[src/hw/rtl/msbr_pkg.sv]
package msbr_pkg;

    // Store geometry
    localparam int BUF_BYTES     = 4096;
    localparam int IDX_W         = $clog2(BUF_BYTES);
    localparam int CNT_W         = IDX_W + 1;
    localparam int WORD_BYTES    = 4;
    localparam int LANE_W        = $clog2(WORD_BYTES);
    localparam int BANK_DEPTH    = BUF_BYTES / (2 * WORD_BYTES);
    localparam int BANK_AW       = IDX_W - LANE_W - 1;

    // Field widths
    localparam int MODE_W        = 3;
    localparam int BYTE_W        = 8;
    localparam int AMT_W         = 16;
    localparam int VAL_W         = 24;
    localparam int BIT_W         = 3;
    localparam int MAX_READ_BITS = 24;
    localparam int NB_W          = $clog2(MAX_READ_BITS + 1);
    localparam int WIN_W         = WORD_BYTES * BYTE_W;

    // Bit position widths
    localparam int BH_W          = CNT_W + BIT_W;
    localparam int MV_W          = (AMT_W > BH_W) ? AMT_W : BH_W;
    localparam int NV_W          = $clog2(WORD_BYTES + 1);

    typedef enum logic [MODE_W-1:0] {
        MODE_APPEND     = 3'd0,
        MODE_READ_BITS  = 3'd1,
        MODE_SKIP_BITS  = 3'd2,
        MODE_BACK_BITS  = 3'd3,
        MODE_SKIP_BYTES = 3'd4,
        MODE_READ_BYTE  = 3'd5
    } t_mode;

    typedef logic [WORD_BYTES-1:0][BYTE_W-1:0] t_win;

    // Memory access issued with an accepted transaction
    typedef struct packed {
        logic              we;
        logic [IDX_W-1:0]  waddr;
        logic [BYTE_W-1:0] wdata;
        logic              re;
        logic [IDX_W-1:0]  raddr;
    } t_mem_req;

    // What the read stage needs to finish a transaction
    typedef struct packed {
        logic              extract;
        logic [BIT_W-1:0]  shift;
        logic [NB_W-1:0]   nbits;
        logic [NV_W-1:0]   nvalid;
        logic [AMT_W-1:0]  moved;
        logic [CNT_W-1:0]  avail;
        logic [CNT_W-1:0]  free;
        logic [BIT_W-1:0]  bit_off;
        logic              short_read;
    } t_rd_info;

endpackage

[src/hw/rtl/msbr_align.sv]
module msbr_align
    import msbr_pkg::*;
(
    input  t_win             i_win,
    input  t_rd_info         i_info,
    output logic [VAL_W-1:0] o_value
);

    logic [WIN_W-1:0] window;
    logic [WIN_W-1:0] shifted;
    logic [VAL_W-1:0] top;

    // Bytes past the held data read as zero, first byte most significant
    always_comb begin
        for (int k = 0; k < WORD_BYTES; k++) begin
            window[WIN_W-1-k*BYTE_W -: BYTE_W] =
                (NV_W'(k) < i_info.nvalid) ? i_win[k] : '0;
        end
    end

    assign shifted = window << i_info.shift;
    assign top     = shifted[WIN_W-1 -: VAL_W];
    assign o_value = i_info.extract ? (top >> (NB_W'(VAL_W) - i_info.nbits)) : '0;

endmodule

[config.mk]
export PLATFORM = sky130hd
export DESIGN_NAME = msbr_align
export DESIGN_NICKNAME = d
export VERILOG_FILES = /design/src/hw/rtl/msbr_pkg.sv /design/src/hw/rtl/msbr_align.sv
export SDC_FILE = /design/constraint.sdc
export NUM_CORES = 1
export LEC_CHECK = 0
export BUFFER_PORTS_ARGS = -buffer_cell sky130_fd_sc_hd__buf_2
export CORE_MARGIN = 1
export CORE_UTILIZATION = 44
export DETAILED_ROUTE_END_ITERATION = 10
export PLACE_DENSITY = 0.74
export SETUP_SLACK_MARGIN = 0.3
export SYNTH_ARGS = -nofsm -noshare
export SYNTH_HDL_FRONTEND = slang
export SYNTH_SLANG_ARGS = --single-unit
[constraint.sdc]
create_clock -name vclk -period 9.7
set_input_delay 1.94 -clock vclk [all_inputs]
set_output_delay 1.94 -clock vclk [all_outputs]
set_load 0.02 [all_outputs]
* After elaboration in Yosys (flattened, before gate mapping)
Cells that the tools add are included.
** Word-level totals
- Bits in writable memories :: 0
- Memories kept :: 0
- Output and inout port bits :: 24
- Bits in registers :: 0
- ROM bits :: 0
- Bits in latches :: 0
- Bits of input ports :: 90
- Word-level logic and storage cells :: 12
** Cells by class
- Multiplexer cells :: 5
- Shift operators :: 2
- $lt $le $gt $ge :: 4
- Multipliers :: 0
- Equality and inequality tests :: 0
- Divide/modulo/power cells :: 0
- Bitwise gates (word level) :: 0
- Add/sub/neg operators :: 1
- Reductions and logical operators :: 0
** Operator list (number)
- 8-bit 2-to-1 mux :: 4
- 32-bit by 3-bit left shift with 32-bit output :: 1
- 24-bit 2-to-1 mux :: 1
- 24-bit by 5-bit right shift with 24-bit output :: 1
- 1-bit by 3-bit less-than comparator with 1-bit output, first input constant :: 2
- 2-bit by 3-bit less-than comparator with 1-bit output, first input constant :: 2
- 5-bit subtractor, first input constant :: 1

* Logic depth before layout (Yosys ltp)
- Word-level depth :: 5
- Gate-level depth with buffers :: 13
- Gate-level depth less buffers :: 9

* Least setup slack after synthesis
Ideal clock, no wire load.
- Kind :: input to output
- Start :: input port i_info[49] (netlist bit)
- End :: output port o_value[10]
- Setup slack :: 2991 ps
- Data arrival time :: 4769 ps
- Stages :: 13
- Buffers on the path :: 4
- Required time :: 7760 ps
- Path through :: clkbuf_1 > inv_2 > buf_1 > ha_1 > buf_2 > inv_1 > buf_2 > nand2_1 > or3_1 > o2111ai_1 > nor2_1 > a211o_1 > a211oi_1
** Between the ends
- Word-level cells in the longest chain between the ends :: 3
** RTL lines
- start, declared :: RTL line msbr_align.sv:5 : input t_rd_info i_info,
- 5-bit subtractor :: RTL line msbr_align.sv:23 : assign o_value = i_info.extract ? (top >> (NB_W'(VAL_W) - i_info.nbits)) : '0;
- 24-bit by 5-bit right shift with 24-bit output :: RTL line msbr_align.sv:23
- 24-bit 2-to-1 mux :: RTL line msbr_align.sv:23
- end, declared :: RTL line msbr_align.sv:6 : output logic [VAL_W-1:0] o_value
No other way between the ends.

* Final worst setup path
- Start :: input port i_info[49] (netlist bit)
- End :: output port o_value[7]
Same word-level chain as after synthesis.

==> metrics.csv <==
metric,value,unit
synth_warnings,0,
viasPerCell,6.96,
cp-start-kind,input port,
grt_first_pass_wirelength,15300,um
track_usage,28.8,%
setup_tns,0,ns
power_density,72.6,nW/um2
core,6030,um2
antenna_found_initial,0,
synth_area,2790,um2
grt_max_degree,40,
drc,0,
relSlewSlack,40.8,%
row_count,28,
syn2layout_area_growth,10.7,%
cts_hold_buffers,0,
syn_area_per_cell,6.95,um2
portBuffers,67,
drive_gt1_share,25.6,%
hold_path_end,o_value[4],
ant_nets,0,
hold_path_depth,5,
hold_path.startpoint,i_info[57],
vdd_ir_drop_max,0.0000632,V
critical_path.endpoint_type,primary output,
worstPathRequired,7.76,ns
clkbuf_count,0,
cts_resized,0,
n_antenna_cell,0,
fmax,133,MHz
first_pass_iters,6,
vias,3569,
cts_setup_buffers,0,
rsz0062_at_grt,false,
final_net_count,531,
critPathArrivalTime,5.55,ns
die_h,81.7,um
p_leak,1.24,nW
grt_overflow,0,
wire_per_inst,18.4,um
whs,4.49,ns
power,224,uW
tightest_slew,0.888,ns
seqCellArea,0,um2
synth-seq-area-share,0,%
path_max_fanout,35,
status,"finished, final reports clean",
die_area,6670,um2
dp_hpwl,7320,um
cap_violations,0,
hold_class,input port to primary output,
slew_violations,0,
drt_iter0_drc,498,
crit_type,input port to primary output,
pin_count,114,
ys_types,74,
start_util,46.3,%
syn-instance-count,402,
numSequentialCells,0,
setup_violations,0,
hold_viol_final,0,
gp_congestion,0.980,
grt_pass1_vias,3160,
die_x,81.7,um
synthesis.nets,493,
min_period_over_period,77.2,%
wirelength,9420,um
period_needed,7.49,ns
area by class of cell:
class	count	area (um2)
fill	654	2930
tap	75	93.8
timing repair buffer	72	373
inverter	6	22.5
multi-input combinational	360	2600
power breakdown:
| part | switching (mW) | leakage [nW] | internal, mW |
|---|---|---|---|
| sequential | 0 | 0 | 0 |
| combinational | 0.141 | 1.24 | 0.0837 |
| clock | 0 | 0 | 0 |
worst max-delay path, stage by stage:
cell and delay [ns]:
buf_2 0.49, inv_2 0.32, ha_1 0.39, inv_1 0.53
nor3_1 0.16, o311ai_0 0.48, o2111ai_1 0.36, mux2i_1 0.23
a211oi_1 0.13, o2bb2a_1 0.32, buf_2 0.16
layer usage:
| metal | vias up | track usage, % | wire (um) |
|---|---|---|---|
| met5 | - | 0 | 0 |
| li1 | 1669 | - | - |
| met4 | 0 | 7.37 | 262 |
| met2 | 202 | 49.8 | 4510 |
| met3 | 31 | 2.33 | 792 |
| met1 | 1667 | 38.2 | 3860 |
cells in the final DEF (no fill, tap or decap), types with 7 or more instances in the layout:
cell,synthesis,routed
buf_2,11,67
nand2_1,39,39
nor2_1,38,38
mux2i_1,33,33
a21oi_1,29,29
nor3_1,16,16
nand3_1,16,16
mux2_2,14,14
o211ai_1,12,12
o21ai_0,10,10
or3_1,9,9
a211oi_1,9,9
and2_1,8,8
a32oi_1,8,8
mux4_2,7,7
o22ai_1,7,7
synthesized netlist by cell type (all sizes together) (4+ instances only):
master   n  area share (%)
a22o     4             1.3
nand2b   5             1.1
o22ai    7             1.6
a32oi    8             2.5
o21ai   14             2.5
clkbuf  19             2.6
mux2i   33              12
and2     9             2.1
or3      9             2.0
o31ai    5             1.3
o211ai  12             3.2
a22oi    6             1.6
nand2   39             5.2
nor2    38             5.1
inv      5            0.67
a211oi   9             2.4
o221ai   6             1.9
mux4     7             5.6
nor3    17             3.5
or2      4            0.90
nand3   16             2.9
a211o    6             1.9
buf     17             3.7
a21oi   31             5.8
mux2    16             6.6
how the worst max path moves through the flow:
stage,depth (start not counted),from,to,slack [ns]
after CTS,11,i_info[49],o_value[7],2.36
after detailed placement,11,i_info[49],o_value[7],2.36
final,11,i_info[49],o_value[7],2.21
after floorplan,13,i_info[49],o_value[10],2.99
after global placement,11,i_info[49],o_value[7],2.34
after global routing,11,i_info[49],o_value[7],1.91
kinds of logic (layout without fill, tap and decap cells):
family,Yosys count,after routing,share of synthesized area [%]
mux,56,56,24.1
simple gates,147,147,25.3
buf+inv,42,78,7.08
fa+ha+maj,1,1,0.448
xor+xnor,4,4,1.25
compound gates,152,152,41.8
per-stage QoR:
stage	setup slack (ns)	area, um2	utilization (%)	instances
finish	2.21	3090	51.3	513
global route	1.91	3090	51.3	513
CTS	2.36	3090	51.3	513
detailed placement	2.36	3090	51.3	513
global placement	2.34	3090	51.3	513
floorplan	2.99	2790	-	402
Note: power is estimated with default switching activity, not from simulation.
