### src/hw/rtl/msbr_pkg.sv
package msbr_pkg;

    // Store geometry
    localparam int BUF_BYTES     = 4096;
    localparam int IDX_W         = $clog2(BUF_BYTES);
    localparam int CNT_W         = IDX_W + 1;
    localparam int WORD_BYTES    = 4;
    localparam int LANE_W        = $clog2(WORD_BYTES);
    localparam int BANK_DEPTH    = BUF_BYTES / (2 * WORD_BYTES);
    localparam int BANK_AW       = IDX_W - LANE_W - 1;

    // Field widths
    localparam int MODE_W        = 3;
    localparam int BYTE_W        = 8;
    localparam int AMT_W         = 16;
    localparam int VAL_W         = 24;
    localparam int BIT_W         = 3;
    localparam int MAX_READ_BITS = 24;
    localparam int NB_W          = $clog2(MAX_READ_BITS + 1);
    localparam int WIN_W         = WORD_BYTES * BYTE_W;

    // Bit position widths
    localparam int BH_W          = CNT_W + BIT_W;
    localparam int MV_W          = (AMT_W > BH_W) ? AMT_W : BH_W;
    localparam int NV_W          = $clog2(WORD_BYTES + 1);

    typedef enum logic [MODE_W-1:0] {
        MODE_APPEND     = 3'd0,
        MODE_READ_BITS  = 3'd1,
        MODE_SKIP_BITS  = 3'd2,
        MODE_BACK_BITS  = 3'd3,
        MODE_SKIP_BYTES = 3'd4,
        MODE_READ_BYTE  = 3'd5
    } t_mode;

    typedef logic [WORD_BYTES-1:0][BYTE_W-1:0] t_win;

    // Memory access issued with an accepted transaction
    typedef struct packed {
        logic              we;
        logic [IDX_W-1:0]  waddr;
        logic [BYTE_W-1:0] wdata;
        logic              re;
        logic [IDX_W-1:0]  raddr;
    } t_mem_req;

    // What the read stage needs to finish a transaction
    typedef struct packed {
        logic              extract;
        logic [BIT_W-1:0]  shift;
        logic [NB_W-1:0]   nbits;
        logic [NV_W-1:0]   nvalid;
        logic [AMT_W-1:0]  moved;
        logic [CNT_W-1:0]  avail;
        logic [CNT_W-1:0]  free;
        logic [BIT_W-1:0]  bit_off;
        logic              short_read;
    } t_rd_info;

endpackage

### src/hw/rtl/msbr_ctl.sv
module msbr_ctl
    import msbr_pkg::*;
(
    input  logic              i_clk,
    input  logic              i_rst_n,
    input  logic              i_accept,
    input  logic [MODE_W-1:0] i_mode,
    input  logic [BYTE_W-1:0] i_data_byte,
    input  logic [AMT_W-1:0]  i_amount,
    output t_mem_req          o_req,
    output t_rd_info          o_info
);

    logic [IDX_W-1:0] r_rd_idx, n_rd_idx;
    logic [IDX_W-1:0] r_wr_idx, n_wr_idx;
    logic [BIT_W-1:0] r_bit, n_bit;
    logic [CNT_W-1:0] r_held, n_held;
    logic [CNT_W-1:0] r_behind, n_behind;

    logic [BH_W-1:0]  bits_held;
    logic [MV_W-1:0]  amt_x;
    logic [MV_W-1:0]  bh_x;
    logic [MV_W-1:0]  limit_x;
    logic [CNT_W-1:0] room_app;
    logic [MV_W-1:0]  moved;
    logic             do_adv;
    logic [BH_W-1:0]  total;
    logic [CNT_W-1:0] bytes_a;
    logic [MV_W-1:0]  back_r;
    logic [MV_W:0]    back_p7;
    logic [CNT_W-1:0] bytes_b;
    logic [CNT_W-1:0] skip_b;
    logic [NB_W-1:0]  nb;

    // Pointer state
    always_ff @(posedge i_clk) begin
        if (!i_rst_n) begin
            r_rd_idx <= '0;
            r_wr_idx <= '0;
            r_bit    <= '0;
            r_held   <= '0;
            r_behind <= '0;
        end else if (i_accept) begin
            r_rd_idx <= n_rd_idx;
            r_wr_idx <= n_wr_idx;
            r_bit    <= n_bit;
            r_held   <= n_held;
            r_behind <= n_behind;
        end
    end

    // Shared terms
    assign bits_held = {r_held, {BIT_W{1'b0}}} - BH_W'(r_bit);
    assign amt_x     = MV_W'(i_amount);
    assign bh_x      = MV_W'(bits_held);
    assign limit_x   = MV_W'({r_behind, {BIT_W{1'b0}}}) + MV_W'(r_bit);
    assign room_app  = CNT_W'(BUF_BYTES - 1) - r_held;
    assign nb        = (i_amount > AMT_W'(MAX_READ_BITS)) ? NB_W'(MAX_READ_BITS)
                                                          : i_amount[NB_W-1:0];

    // Decode and next pointers
    always_comb begin
        n_rd_idx = r_rd_idx;
        n_wr_idx = r_wr_idx;
        n_bit    = r_bit;
        n_held   = r_held;
        n_behind = r_behind;
        moved    = '0;
        do_adv   = 1'b0;
        back_r   = '0;
        back_p7  = '0;
        bytes_b  = '0;
        skip_b   = '0;
        total    = '0;
        bytes_a  = '0;

        o_req            = '0;
        o_req.waddr      = r_wr_idx;
        o_req.wdata      = i_data_byte;
        o_req.raddr      = r_rd_idx;
        o_info           = '0;
        o_info.shift     = r_bit;
        o_info.nvalid    = (r_held > CNT_W'(WORD_BYTES)) ? NV_W'(WORD_BYTES)
                                                         : r_held[NV_W-1:0];

        case (t_mode'(i_mode))
            MODE_APPEND: begin
                if (!r_held[IDX_W]) begin
                    o_req.we = i_accept;
                    n_wr_idx = r_wr_idx + 1'b1;
                    n_held   = r_held + 1'b1;
                    n_behind = (r_behind > room_app) ? room_app : r_behind;
                    moved    = MV_W'(1);
                end
            end
            MODE_READ_BITS: begin
                if (nb != '0) begin
                    o_req.re       = i_accept;
                    o_info.extract = 1'b1;
                    o_info.nbits   = nb;
                    do_adv         = 1'b1;
                    if (MV_W'(nb) > bh_x) begin
                        o_info.short_read = 1'b1;
                        moved             = bh_x;
                    end else begin
                        moved = MV_W'(nb);
                    end
                end
            end
            MODE_SKIP_BITS: begin
                moved  = (amt_x < bh_x) ? amt_x : bh_x;
                do_adv = 1'b1;
            end
            MODE_BACK_BITS: begin
                moved = (amt_x < limit_x) ? amt_x : limit_x;
                if (moved <= MV_W'(r_bit)) begin
                    n_bit = r_bit - moved[BIT_W-1:0];
                end else begin
                    // step back into whole bytes already consumed
                    back_r   = moved - MV_W'(r_bit);
                    back_p7  = (MV_W+1)'(back_r) + (MV_W+1)'(7);
                    bytes_b  = CNT_W'(back_p7 >> BIT_W);
                    n_bit    = BIT_W'(0) - back_r[BIT_W-1:0];
                    n_rd_idx = r_rd_idx - bytes_b[IDX_W-1:0];
                    n_held   = r_held + bytes_b;
                    n_behind = r_behind - bytes_b;
                end
            end
            MODE_SKIP_BYTES: begin
                skip_b   = (amt_x < MV_W'(r_held)) ? CNT_W'(amt_x) : r_held;
                moved    = MV_W'(skip_b);
                n_rd_idx = r_rd_idx + skip_b[IDX_W-1:0];
                n_held   = r_held - skip_b;
                n_behind = r_behind + skip_b;
                n_bit    = '0;
            end
            MODE_READ_BYTE: begin
                if (r_held != '0) begin
                    o_req.re       = i_accept;
                    o_info.extract = 1'b1;
                    o_info.shift   = '0;
                    o_info.nbits   = NB_W'(BYTE_W);
                    n_rd_idx       = r_rd_idx + 1'b1;
                    n_held         = r_held - 1'b1;
                    n_behind       = r_behind + 1'b1;
                    moved          = MV_W'(1);
                end else begin
                    o_info.short_read = 1'b1;
                end
                n_bit = '0;
            end
            default: begin
            end
        endcase

        // Forward move of the read position by a bit count
        if (do_adv) begin
            total    = BH_W'(r_bit) + BH_W'(moved);
            bytes_a  = total[BH_W-1:BIT_W];
            n_rd_idx = r_rd_idx + bytes_a[IDX_W-1:0];
            n_held   = r_held - bytes_a;
            n_behind = r_behind + bytes_a;
            n_bit    = total[BIT_W-1:0];
        end

        o_info.moved   = AMT_W'(moved);
        o_info.avail   = n_held;
        o_info.free    = CNT_W'(BUF_BYTES) - n_held;
        o_info.bit_off = n_bit;
    end

endmodule

### config.mk
export PLATFORM = sky130hd
export DESIGN_NAME = msbr_ctl
export DESIGN_NICKNAME = d
export VERILOG_FILES = /design/src/hw/rtl/msbr_pkg.sv /design/src/hw/rtl/msbr_ctl.sv
export SDC_FILE = /design/constraint.sdc
export NUM_CORES = 1
export LEC_CHECK = 0
export BUFFER_PORTS_ARGS = -buffer_cell sky130_fd_sc_hd__buf_4
export CAP_MARGIN = 0
export CELL_PAD_IN_SITES_DETAIL_PLACEMENT = 0
export CELL_PAD_IN_SITES_GLOBAL_PLACEMENT = 1
export CORE_MARGIN = 2
export CORE_UTILIZATION = 45
export DETAILED_ROUTE_END_ITERATION = 7
export PLACE_DENSITY = 0.85
export SYNTH_ARGS = -nofsm -noshare
export SYNTH_HDL_FRONTEND = slang
export SYNTH_SLANG_ARGS = --single-unit
### constraint.sdc
create_clock -name i_clk -period 9.3 [get_ports i_clk]
set_input_delay 0.465 -clock i_clk [delete_from_list [all_inputs] [get_ports i_clk]]
set_output_delay 0.465 -clock i_clk [all_outputs]
set_load 0.005 [all_outputs]
* Word-level counts from Yosys, hierarchy flattened
Index checks and enable logic that the tools add are counted.
Storage, ports and cells: register bits 53, bits of input ports 30, output and inout bits 92, logic and storage cells 99
Cells by class: $add $sub $neg 23, magnitude comparators 8, eq/ne operators 9, mux-type cells 44, bitwise logic cells 1, reductions and logical operators 9
Operators by type and width (number):
- 2-to-1 mux 13 bit | 10
- one-hot mux 13 bit (4 select lines) | 2
- one-hot mux 16 bit (6 select lines) | 1
- 2-to-1 mux 16 bit | 4
- adder 13 bit | 3
- subtractor 13 bit | 3
- 2-to-1 mux 12 bit | 3
- one-hot mux 12 bit (3 select lines) | 1
- < comparator 16 bit | 2
- subtractor 16 x 3 -> 16 bit | 2
- adder 13 x 1 -> 13 bit, second input constant | 2
- adder 12 x 1 -> 12 bit, second input constant | 2
- adder 12 bit | 2
- adder 16 x 3 -> 16 bit | 1
- adder 16 x 3 -> 16 bit, second input constant | 1
- adder 3 x 16 -> 16 bit | 1
- > comparator 16 x 5 -> 1 bit, second input constant | 1
- > comparator 5 x 16 -> 1 bit | 1
- less-or-equal comparator 16 x 3 -> 1 bit | 1
- < comparator 16 x 13 -> 1 bit | 1
- > comparator 13 bit | 1
- > comparator 13 x 3 -> 1 bit, second input constant | 1
- nonzero test 13 bit | 1
- subtractor 12 x 13 -> 13 bit, first input constant | 1
- other kinds (24) | 46

* Longest topological paths before layout
Gate-level depths: netlist (run 1).
depth after elaboration 10, depth in mapped cells 43, mapped depth without buffers 38

* Least setup slack after synthesis (run 1)
OpenSTA, ideal clock, no wires.
kind register to output, from reg r_bit[2], to out o_info[15] (netlist name), arrival time 7.595 ns, data required time 8.835 ns, path slack 1.240 ns, stages on the path, launching flop included 38, buffers on the path 5, cells stage by stage dfxtp_1 -> clkbuf_1 -> inv_1 -> ha_1 -> a211o_1 -> a31oi_1 -> o311a_1 -> buf_6 -> o21a_1 -> buf_2 -> buf_2 -> buf_2 -> nor2_1 -> a21oi_1 -> ha_1 -> inv_1 -> fa_1 -> a21o_1 -> (+2 left out) -> nor2_1 -> mux2_2 -> a31oi_1 -> nand3_1 -> xnor2_1 -> ha_1 -> a21oi_1 -> o21ai_0 -> o31ai_1 -> o211a_1 -> xnor2_1 -> o21a_1 -> o31ai_1 -> nor2_1 -> a211oi_1 -> inv_1 -> nor4_2 -> xnor2_1
RTL lines:
- from (decl) | RTL line msbr_ctl.sv:16 | logic [BIT_W-1:0] r_bit, n_bit;
- from (signal assigned) | RTL line msbr_ctl.sv:46 | r_bit <= n_bit;
- to (decl) | RTL line msbr_ctl.sv:11 | output t_rd_info o_info

==> impl_metrics.json, run 1 <==
{
  "synth_edf_count": 0,
  "drive_gt1_frac": 0.147,
  "cts_sinks": 53,
  "clockBufferDepth": 2,
  "maxCapViolCount": 0,
  "ys_top_cells_by_count": "nand2_1 (166), nor2_1 (151), a21oi_1 (148), ha_1 (148), xnor2_1 (111)",
  "max_freq_ghz": 0.112,
  "critical_path.most_common_cell": "a21oi_1",
  "drc": 0,
  "yosys.area.top_type": "ha_1",
  "whs_ps": 475,
  "ys_async_sr_fraction": 0,
  "clock_tree.root_cell": "clkbuf_16",
  "combPwrFrac": 0.808,
  "syn_area_mm2": 0.0116,
  "rsz0062_at_grt": "false",
  "grt_pass1_vias": 12600,
  "die_x_um": 165,
  "pre_cts_ws_ps": 469,
  "yosysMostFrequentCell": "nand2_1",
  "leakage_uw": 0.00581,
  "synth.distinct_cells": 89,
  "finalWirelength_um": 50700,
  "numCtsBuffers": 5,
  "antenna_found_initial": 0,
  "grt_max_degree": 45,
  "grt_pass1_wl_um": 76700,
  "hold_violations": 0,
  "synthFlopType": "dfxtp_1",
  "die_area_mm2": 0.0271,
  "cts_tree": "yes",
  "die_h_um": 165,
  "fin_tns_setup_ps": 0,
  "cp_data_arrival_time_ps": 8430,
  "cp-start-kind": "register",
  "tightest_slew_ps": 1050,
  "grt_use_total": 0.373,
  "switching_share": 0.533,
  "synth_nets": 1834,
  "path_clk_slew_ps": 90,
  "dp_hpwl_um": 40600,
  "avgSynthCellArea_um2": 7.06,
  "wl_per_cell_um": 24.2,
  "htree_levels": 2,
  "slew-limit-headroom": 0.303,
  "port_buffers": 105,
  "period_needed_ps": 8890,
  "core-area_mm2": 0.0253,
  "ys_seq_area_frac": 0.0913,
  "gp_congestion": 1.04,
  "p_int_uw": 1210,
  "setup_slack_ps": 406,
  "slew_viol_final": 0,
  "placed_area_mm2": 0.0132,
  "io_pins": 122,
  "ant_nets": 0,
  "vias_per_cell": 6.39,
  "nets": 1956,
  "synthCells": 1647,
  "num-fill-cells": 2561,
  "period_share": 0.956,
  "grt-ovfl-total": 0,
  "finClkSkew_ps": 16.5,
  "setup_viol": 0,
  "clkPwrFrac": 0.079,
  "vias": 13400,
  "p_switching_uw": 1380,
  "fin_util": 0.530,
  "synth_warnings": 0,
  "r2r_slack_ps": 1080,
  "syn2layout_area_growth_pct": 15.2,
  "synth_area_leaders": "ha_1 (16%), dfxtp_1 (9.1%), xnor2_1 (8.4%)",
  "postLayoutCellArea_mm2": 0.0134,
  "worst_path_max_delay_cell": "a311oi_1",
  "vdd_drop_max_mv": 0.104,
  "outcome": "finished, final reports clean",
  "cp_max_fo": 9,
  "cp_slowest_stage_delay_ps": 510,
  "insertion_delay_ps": 320,
  "std_cell_rows": 58,
  "ys_seq_elements": 53,
  "synth_top_area_share": 0.159,
  "antenna_cells": 0,
  "drt_iter0_markers": 1549,
  "worstPathRequired_ps": 8840,
  "dr.pass1.iters": 6,
  "initial_core_util": 0.460,
  "hold_class": "in -> reg",
  "seqPwrFrac": 0.112,
  "critPathKind": "reg -> out",
  "power_per_cell_area_mw_per_mm2": 193,
  "crit_path_end_kind": "output port"
}
through the flow:
step                cells  total power (uW)
detailed placement   2092              2310
CTS                  2100              2530
finish               2100              2590
global route         2100              2770
global placement     2092              2290
floorplan            1647              1620
cell families (layout without fill, tap and decap cells):
group / after synthesis / in the layout / share of synthesized area
multiplexers: 58 / 58 / 0.0515
adder cells (fa/ha/maj): 157 / 157 / 0.175
AND/OR/NAND/NOR: 562 / 562 / 0.233
XOR/XNOR: 152 / 152 / 0.117
AO/OA/AOI/OAI: 480 / 480 / 0.267
flip-flops: 53 / 53 / 0.0913
buffers and inverters: 185 / 308 / 0.0653
per-layer routing:
layer,track usage,vias up,part of all wire
met5,0,-,0
met4,0.157,0,0.047
met3,0.0568,135,0.10
met2,0.580,793,0.43
met1,0.513,6276,0.42
li1,-,6218,-
worst paths after layout:
path,startpoint,endpoint,cells past startpoint
min,i_rst_n,r_held[12]$_SDFFE_PN0P_,2
max,r_bit[2]$_SDFFE_PN0P_,o_info[16],32
min reg2reg,r_rd_idx[11]$_SDFFE_PN0P_,r_rd_idx[11]$_SDFFE_PN0P_,2
max reg2reg,r_bit[2]$_SDFFE_PN0P_,r_behind[12]$_SDFFE_PN0P_,31
final cells by class:
cell class	instances	area [um^2]	share of cell area
repair buffers	204	1530	0.114
clock inverters	3	26.3	0.00196
inverters	96	360	0.0269
well taps	330	413	0.0308
flip-flops and latches	53	1060	0.0793
clock buffers	5	125	0.00934
multi-input cells	1409	9870	0.737
power groups by stage:
stage	combinational (uW)	sequential, uW	clock [uW]
3_3_place_gp	1990	293	0
5_1_grt	2260	293	220
6_report	2090	291	206
4_1_cts	2030	288	210
2_1_floorplan	1330	288	0
3_5_place_dp	2010	294	0
registers in the layout, summed over array words and instances (netlist names):
register,cells
r_behind,13
r_held,13
r_rd_idx,12
r_wr_idx,12
r_bit,3
critical path, delay by kind of cell (launching register included):
kind,cells,cell delay (ps)
AO/OA/AOI/OAI,17,4090
XOR/XNOR,3,900
adder cells (fa/ha/maj),4,1400
AND/OR/NAND/NOR,4,620
multiplexers,1,290
buffers and inverters,3,380
flip-flops,1,420
placed cells by master (no fill, tap or decap), types with 28 or more instances in the layout:
master / instances
nand3_1: 53
a21o_1: 28
nand2_1: 166
nor2_1: 148
nor3_1: 32
ha_1: 148
dfxtp_1: 52
buf_4: 204
o21ai_0: 89
inv_1: 93
a21oi_1: 145
xnor2_1: 109
mux2i_1: 46
xor2_1: 39
timing repair:
item / in CTS / in global routing
endpoints found under the hold margin: 0 / 0
buffers inserted: 0 / 0
resized for setup: 0 / 13
hold buffers: 0 / 0
endpoints found under the setup margin: 0 / 6
No activity file was read; power rests on OpenSTA's default activity.
==> run 2: changes to the inputs <==
--- a/config.mk
+++ b/config.mk
@@ -13,6 +13,7 @@
 export CORE_UTILIZATION = 45
 export DETAILED_ROUTE_END_ITERATION = 7
 export PLACE_DENSITY = 0.85
+export SLEW_MARGIN = 30
 export SYNTH_ARGS = -nofsm -noshare
 export SYNTH_HDL_FRONTEND = slang
 export SYNTH_SLANG_ARGS = --single-unit
==> constraint.sdc (replaced) <==
create_clock -name i_clk -period 8.27 [get_ports i_clk]
set_input_delay 0.4135 -clock i_clk [delete_from_list [all_inputs] [get_ports i_clk]]
set_output_delay 0.4135 -clock i_clk [all_outputs]
set_load 0.005 [all_outputs]
==> impl_metrics.json, run 2 (synthesis gave the netlist of run 1 again) <==
{
  "postLayoutCellArea_mm2": 0.0140,
  "critical_path.most_common_cell": "a21o_1",
  "hold_violations": 0,
  "ant_nets": 0,
  "antenna_found_initial": 1,
  "dr.pass1.iters": 7,
  "vias_per_cell": 6.39,
  "grt_max_degree": 45,
  "wl_per_cell_um": 24.0,
  "core-area_mm2": 0.0253,
  "cts_sinks": 53,
  "leakage_uw": 0.00606,
  "period_share": 0.984,
  "drt_iter0_markers": 1418,
  "layout_common_cells": "buf_4 (245), nand2_1 (164), nor2_1 (145)",
  "final_common_cell": "buf_4",
  "cp-start-kind": "register",
  "crit_path_end_kind": "output port",
  "antenna_cells": 0,
  "numCtsBuffers": 5,
  "worstPathRequired_ps": 7860,
  "nets": 1997,
  "period_needed_ps": 8130,
  "drc": 0,
  "grt_pass1_vias": 12700,
  "vias": 13700,
  "port_buffers": 105,
  "power_per_cell_area_mw_per_mm2": 217,
  "maxCapViolCount": 0,
  "outcome": "finished, final reports clean",
  "htree_levels": 2,
  "cp_slowest_stage_delay_ps": 490,
  "grt_util_met2": 0.553,
  "vdd_drop_max_mv": 0.118,
  "cp_max_fo": 8,
  "largestRegisters": "r_behind: 13 flops, r_held: 13 flops",
  "max_freq_ghz": 0.123,
  "initial_core_util": 0.460,
  "worst_path_max_delay_cell": "or4b_4",
  "slew-limit-headroom": 0.293,
  "hold_class": "in -> reg",
  "grt_use_total": 0.370,
  "syn2layout_area_growth_pct": 20.4,
  "cp_data_arrival_time_ps": 7720,
  "placed_area_mm2": 0.0134,
  "dp_hpwl_um": 40500,
  "finClkSkew_ps": 16.3,
  "die_area_mm2": 0.0271,
  "clock_tree.root_cell": "clkbuf_16",
  "die_x_um": 165,
  "pre_cts_ws_ps": 23.7,
  "cts_tree": "yes",
  "whs_ps": 409,
  "drive_gt1_frac": 0.195,
  "p_total_uw": 3040,
  "crit_family": "simple AND/OR/NAND/NOR gates",
  "path_clk_slew_ps": 90,
  "busiest_layer": "met2",
  "clockBufferDepth": 2,
  "finalWirelength_um": 51400,
  "grt_pass1_wl_um": 76000,
  "gr-usage-met1": 0.501,
  "grt_util_met3": 0.0748,
  "insertion_delay_ps": 310,
  "worst-path-buf-inv": 3,
  "setup_viol": 0,
  "std_cell_rows": 58,
  "critPathKind": "reg -> out",
  "tightest_slew_ps": 1060,
  "die_h_um": 165,
  "grt-ovfl-total": 0,
  "slew_viol_final": 0,
  "io_pins": 122,
  "gp_congestion": 1.04,
  "setup_slack_ps": 136
}
[run 2: layout make-up]
type / count / area, um^2
Fill cell: 2506 / 11300
Multi-Input combinational cell: 1409 / 10200
Timing Repair Buffer: 245 / 1840
Sequential cell: 53 / 1060
Tap cell: 330 / 413
Inverter: 96 / 360
Clock buffer: 5 / 125
Clock inverter: 3 / 28.8
[run 2: power by group]
part / leakage, uW / total (uW) / internal, uW / switching [uW]
clock: 0.0000763 / 233 / 117 / 116
sequential: 0.000434 / 320 / 285 / 35.2
combinational: 0.00555 / 2490 / 1030 / 1460
total: 0.00606 / 3040 / 1430 / 1610
[run 2: final timing paths]
path | start | endpoint | slack (ps) | depth (start not counted)
worst max-delay path | r_held[1]$_SDFFE_PN0P_ | o_info[15] | 140 | 33
worst min-delay path | i_rst_n | r_held[12]$_SDFFE_PN0P_ | 410 | 2
worst max register to register | r_behind[10]$_SDFFE_PN0P_ | r_behind[12]$_SDFFE_PN0P_ | 630 | 34
worst min register to register | r_rd_idx[11]$_SDFFE_PN0P_ | r_rd_idx[11]$_SDFFE_PN0P_ | 480 | 2
[run 2: through the flow]
| step | utilization | TNS (ps) | instances |
|---|---|---|---|
| after floorplan | - | 0 | 1647 |
| after global placement | 0.529 | 0 | 2118 |
| after detailed placement | 0.530 | 0 | 2118 |
| after CTS | 0.538 | -17.5 | 2127 |
| after global routing | 0.554 | -75.1 | 2141 |
| final | 0.554 | 0 | 2141 |
[run 2: timing repair]
item	4_1_cts	5_1_grt
gates resized for setup	11	71
hold endpoints to repair	0	0
setup buffers	1	14
endpoints found under the setup margin	6	10
hold buffers	0	0
pin swaps	2	31
[run 2: layer usage]
layer  wire, um  part of all wire
met1      21000              0.41
met2      21300              0.42
met3       5950              0.12
met5         13           0.00025
met4       3080             0.060
